[config.mk]
export PLATFORM = sky130hd
export DESIGN_NAME = lho_front
export DESIGN_NICKNAME = d
export VERILOG_FILES = /design/src/hw/rtl/lho_pkg.sv /design/src/hw/rtl/lho_front.sv
export SDC_FILE = /design/constraint.sdc
export NUM_CORES = 1
export LEC_CHECK = 0
export BUFFER_PORTS_ARGS = -buffer_cell sky130_fd_sc_hd__buf_2
export CORE_ASPECT_RATIO = 1.25
export CORE_MARGIN = 10
export CORE_UTILIZATION = 30
export CTS_BUF_LIST = sky130_fd_sc_hd__clkbuf_8
export DETAILED_ROUTE_END_ITERATION = 8
export PLACE_DENSITY_LB_ADDON = 0.25
export SYNTH_ARGS = -nofsm -noshare
export SYNTH_HDL_FRONTEND = slang
export SYNTH_SLANG_ARGS = --single-unit
[constraint.sdc]
create_clock -name clk -period 6.71 [get_ports clk]
set_clock_uncertainty 0.05 [all_clocks]
set_input_delay 0.671 -clock clk [delete_from_list [all_inputs] [get_ports clk]]
set_output_delay 0.671 -clock clk [all_outputs]
set_load 0.05 [all_outputs]
[src/hw/rtl/lho_pkg.sv]
`default_nettype none
// ----------------------------------------------------------------------------
// Latency histogram package
// Shared widths, command and status codes, register indexes and the request
// record passed from the front end to the back end.
// ----------------------------------------------------------------------------
package lho_pkg;

	// Default sizes, handed to the top level parameters.
	localparam int BUCKETS_DEF       = 1024;
	localparam int OUTLIER_SLOTS_DEF = 64;

	// Field widths.
	localparam int CMD_W     = 2;
	localparam int LAT_W     = 32;
	localparam int INDEX_W   = 10;
	localparam int STATUS_W  = 2;
	localparam int CNT_W     = 64;
	localparam int S_DATA_W  = 48;   // latency + index, padded to whole bytes
	localparam int M_DATA_W  = 320;  // value + four running totals

	// Configuration port.
	localparam int CFG_ADDR_W = 8;
	localparam int CFG_DATA_W = 32;
	localparam int SHIFT_W    = 5;
	localparam int LIMIT_W    = 7;

	localparam logic [CFG_ADDR_W-1:0] REG_BIN_CEILING   = 8'd0;
	localparam logic [CFG_ADDR_W-1:0] REG_BUCKET_SHIFT  = 8'd1;
	localparam logic [CFG_ADDR_W-1:0] REG_OUTLIER_LIMIT = 8'd2;

	localparam logic [LAT_W-1:0]   BIN_CEILING_RST   = 32'd1024;
	localparam logic [SHIFT_W-1:0] BUCKET_SHIFT_RST  = 5'd0;
	localparam logic [LIMIT_W-1:0] OUTLIER_LIMIT_RST = 7'd64;

	// Commands.
	localparam logic [CMD_W-1:0] CMD_ADD        = 2'd0;
	localparam logic [CMD_W-1:0] CMD_RD_BUCKET  = 2'd1;
	localparam logic [CMD_W-1:0] CMD_RD_OUTLIER = 2'd2;

	// Status codes.
	localparam logic [STATUS_W-1:0] ST_OK      = 2'd0;
	localparam logic [STATUS_W-1:0] ST_FULL    = 2'd1;
	localparam logic [STATUS_W-1:0] ST_IDX_ERR = 2'd2;

	// Classified request, as it sits in the front end queue.
	typedef struct packed {
		logic [CMD_W-1:0] cmd;
		logic [LAT_W-1:0] latency;
		logic [LAT_W-1:0] slot;      // bucket number for adds, index for reads
		logic             in_range;  // slot lies inside the bucket range
	} op_t;

endpackage
`default_nettype wire

[src/hw/rtl/lho_front.sv]
`default_nettype none
// ----------------------------------------------------------------------------
// Latency histogram front end
// Accepts requests, works out the bucket number and range check, and holds
// them in a two-entry queue for the back end.
// ----------------------------------------------------------------------------
module lho_front #(
	parameter int BUCKETS = lho_pkg::BUCKETS_DEF
) (
	input  wire logic                            clk,
	input  wire logic                            arst_n,
	input  wire logic                            s_tvalid,
	output logic                                 s_tready,
	input  wire logic [lho_pkg::CMD_W-1:0]       s_tuser,  // cmd
	input  wire logic [lho_pkg::S_DATA_W-1:0]    s_tdata,  // latency, index, pad
	input  wire logic [lho_pkg::LAT_W-1:0]       bin_ceiling,
	input  wire logic [lho_pkg::SHIFT_W-1:0]     bucket_shift,
	input  wire logic                            clearing,
	output logic                                 q_valid,
	output lho_pkg::op_t                         q_op,
	input  wire logic                            q_pop
);
	import lho_pkg::*;

	logic [LAT_W-1:0]   latency;
	logic [INDEX_W-1:0] index;
	logic [LAT_W-1:0]   bkt;
	logic [LAT_W-1:0]   span;
	logic [LAT_W-1:0]   range;
	op_t                in_op;
	logic               push;

	op_t        ent_q [2];
	logic       wr_ptr_q;
	logic       rd_ptr_q;
	logic [1:0] cnt_q;

	assign latency = s_tdata[LAT_W-1:0];
	assign index   = s_tdata[LAT_W+INDEX_W-1:LAT_W];

	// Bucket number and the number of buckets in use at this shift.
	always_comb begin
		bkt   = latency >> bucket_shift;
		span  = bin_ceiling >> bucket_shift;
		range = (span < LAT_W'(BUCKETS)) ? span : LAT_W'(BUCKETS);
		in_op.cmd      = s_tuser;
		in_op.latency  = latency;
		in_op.slot     = (s_tuser == CMD_ADD) ? bkt : LAT_W'(index);
		in_op.in_range = in_op.slot < range;
	end

	assign s_tready = (cnt_q != 2'd2) && !clearing;
	assign push     = s_tvalid && s_tready;
	assign q_valid  = cnt_q != 2'd0;
	assign q_op     = ent_q[rd_ptr_q];

	always_ff @(posedge clk) begin
		if (push) begin
			ent_q[wr_ptr_q] <= in_op;
		end
	end

	always_ff @(posedge clk or negedge arst_n) begin
		if (!arst_n) begin
			wr_ptr_q <= 1'b0;
			rd_ptr_q <= 1'b0;
			cnt_q    <= 2'd0;
		end else begin
			if (push) begin
				wr_ptr_q <= ~wr_ptr_q;
			end
			if (q_pop) begin
				rd_ptr_q <= ~rd_ptr_q;
			end
			if (push && !q_pop) begin
				cnt_q <= cnt_q + 2'd1;
			end else if (q_pop && !push) begin
				cnt_q <= cnt_q - 2'd1;
			end
		end
	end

endmodule
`default_nettype wire

==> reports/summary.txt <==
I/O pin cnt: 161
outcome: completed
Finished Layout Cells: 1365
H-tree levels: 4
post-synthesis mux area share: 0.303
Detailed Route WL: 28200 um
Seq/Total Area, Yosys: 0.431
Crit path required time: 6990 ps
Antenna Nets Post-Route: 0
layout cells sized above 1: 0.381
DR vias: 7037
die width: 180 um
Cell Pwr Density: 296 nW/um^2
Fin Setup TNS: 0 ps
overall power: 3.31 mW
Simple-Gate Fraction of Synth Area: 0.0889
critical path arrival: 5020 ps
Hold Path Class: primary input to flop
synthesized area per cell: 12.1 sq um
die height: 220 um
asr flop ratio synth: 0.0290
largest family of logic cells by synthesized area: multiplexers
fin nets: 1062
initial DRC count: 451
Leakage: 4.22 nW
slew margin rel.: 0.332
Comb pwr share: 0.443
All-Layer GR Usage: 0.140
Final Core Density: 0.353
P_int: 1.91 mW
row count: 73
postcts setup bufs: 0
Slew @ Worst Pin: 999 ps
worst setup path start: bucket_shift[0]
Final Hold Viols: 0
max-cap violations: 0
YS warnings: 0
CTS Sinks: 138
placed cells: 1330
maximum fanout along the worst path: 52
average wire per cell in the routed design: 20.6 um
Peak VDD IR: 0.366 mV
die area: 39500 sq um
DP Area: 10800 sq um
ys flop type: edfxtp_1
First-pass DRT Iterations: 6
fin. max-slew vios: 0
switching power: 1.40 mW
Post-Synth Adder-Cell Area: 0.0418
R2R Path Start: cnt_q[0]$_DFFE_PN0P_
Starting Density: 0.302
Synth-to-Final Area Change: 16.8%
first-pass GRT wire length: 42700 um
vias in the first global route: 7304
pre-CTS setup slack: 1510 ps
Switching Fraction: 0.424
fmax: 211 MHz
RSZ-0062 raised after global routing: false
most common cell after layout, fill and taps aside: buf_2
startpoint types: primary input
final worst slack: 1980 ps
Avg Vias per Cell: 5.16
count of input and output buffers: 154
xor and xnor area share after synthesis: 0.00457
Netlist cell types: 60
Inserted Clock Buffers: 17
Crit Path Class: primary input to flop
Worst-path clk slew: 90 ps
initial antenna violation count: 2
Worst Setup End Kind: flop
Compound-Gate Fraction of Synth Area: 0.0975
post-cts resize count: 0
Tmin final: 4730 ps
HPWL after DPL: 21300 um
Synth Register Bits: 138
number of synthesized flops with an enable pin: 134
CTS tree: built
clock power share: 0.210
Mapped Cells: 791
register share of total power: 0.347
clock tree buffer depth: 2
DRC viols: 0
Worst-Skew Late Latency: 460 ps
Hold WS: 353 ps
HP Start: q_pop
design area: 11200 sq um
most frequent cells in the layout: buf_2 (153), edfxtp_1 (134), mux2_2 (101)
fin crit share: 0.706
core region area: 31700 sq um
# setup viols final: 0
gpl congestion: 0.863
Post-Syn Area: 9580 sq um
grt ovf: 0
CTS Root Cell: clkbuf_8
pin count of the biggest net entering global routing: 68
[synthesized netlist by cell type (3+ instances only)]
cell type | n | share of area
edfxtp_1 | 134 | 0.42
mux2_2 | 101 | 0.12
nand2_1 | 82 | 0.032
mux2i_1 | 59 | 0.062
mux4_2 | 52 | 0.12
nor2_1 | 50 | 0.020
a21oi_1 | 34 | 0.018
ha_1 | 32 | 0.042
o21ai_0 | 32 | 0.017
clkbuf_1 | 23 | 0.0090
buf_1 | 15 | 0.0059
o211ai_1 | 15 | 0.012
nor2b_1 | 14 | 0.0091
buf_2 | 13 | 0.0068
nand3_1 | 9 | 0.0047
o21a_1 | 9 | 0.0071
and3_1 | 8 | 0.0052
inv_1 | 8 | 0.0031
o22ai_1 | 8 | 0.0052
a211oi_1 | 7 | 0.0055
nor3_1 | 7 | 0.0037
nand4_1 | 6 | 0.0039
a31oi_1 | 5 | 0.0033
a21o_1 | 4 | 0.0031
buf_4 | 4 | 0.0031
buf_6 | 4 | 0.0047
dfrtp_1 | 4 | 0.010
a221oi_1 | 3 | 0.0027
a22oi_1 | 3 | 0.0024
or2_2 | 3 | 0.0020
or3_1 | 3 | 0.0020
xor2_1 | 3 | 0.0027
[final timing paths]
path,to,slack [ps],cells past startpoint
worst max-delay path,ent_q[0][0]$_DFFE_PP_,1980,16
worst min-delay path,rd_ptr_q$_DFFE_PN0P_,350,2
worst max register to register,ent_q[0][44]$_DFFE_PP_,4060,5
worst min register to register,cnt_q[1]$_DFFE_PN0P_,450,1
max in group asynchronous,rd_ptr_q$_DFFE_PN0P_,5980,2
min in group asynchronous,cnt_q[1]$_DFFE_PN0P_,500,2
[sequential cells by signal, indices dropped and copies added, names as in the netlist]
register  cells
cnt_q         2
ent_q       134
rd_ptr_q      1
wr_ptr_q      1
[final cells by class]
| class | instances | area (sq um) |
|---|---|---|
| clock inverters | 15 | 175 |
| inverters | 10 | 37.5 |
| multi-input cells | 604 | 5220 |
| diodes | 2 | 5.00 |
| well taps | 412 | 515 |
| fillers | 3182 | 20500 |
| clock buffers | 17 | 234 |
| flip-flops and latches | 138 | 4130 |
| repair buffers | 167 | 873 |
[power by group through the flow]
stage          sequential (mW)  clock [mW]  combinational (mW)
5_1_grt                   1.17       0.753                1.56
6_report                  1.15       0.695                1.47
2_1_floorplan             1.13           0                1.16
3_3_place_gp              1.17           0                1.48
4_1_cts                   1.15       0.720                1.49
3_5_place_dp              1.17           0                1.48
[repair_timing]
item	4_1_cts	5_1_grt
hold buffers	1	0
endpoints found under the setup margin	0	0
endpoints found under the hold margin	4	0
[layer usage]
metal	share of wire	track usage	up-vias	routed length, um
met3	0.041	0.0287	32	1150
li1	-	-	3371	-
met5	0	0	-	0
met4	0.027	0.0571	0	763
met1	0.40	0.154	3483	11200
met2	0.53	0.258	151	15100
[cell families after synthesis]
group | after synthesis
compound gates | 143
xor+xnor | 5
fa+ha+maj | 32
buf+inv | 69
flops | 138
mux | 212
other cells | 1
simple gates | 191
[worst max-delay path: stages]
cell,delay [ps]
buf_4,540
buf_4,670
mux2_2,420
mux2i_1,360
o21a_1,230
a211oi_1,90
a21oi_1,150
a21oi_1,150
ha_1,360
a21o_1,160
a21o_1,180
a211oi_1,230
o21ai_0,120
a221oi_1,270
and3_1,200
a221o_1,160
Note: power is estimated with default switching activity, not from simulation.
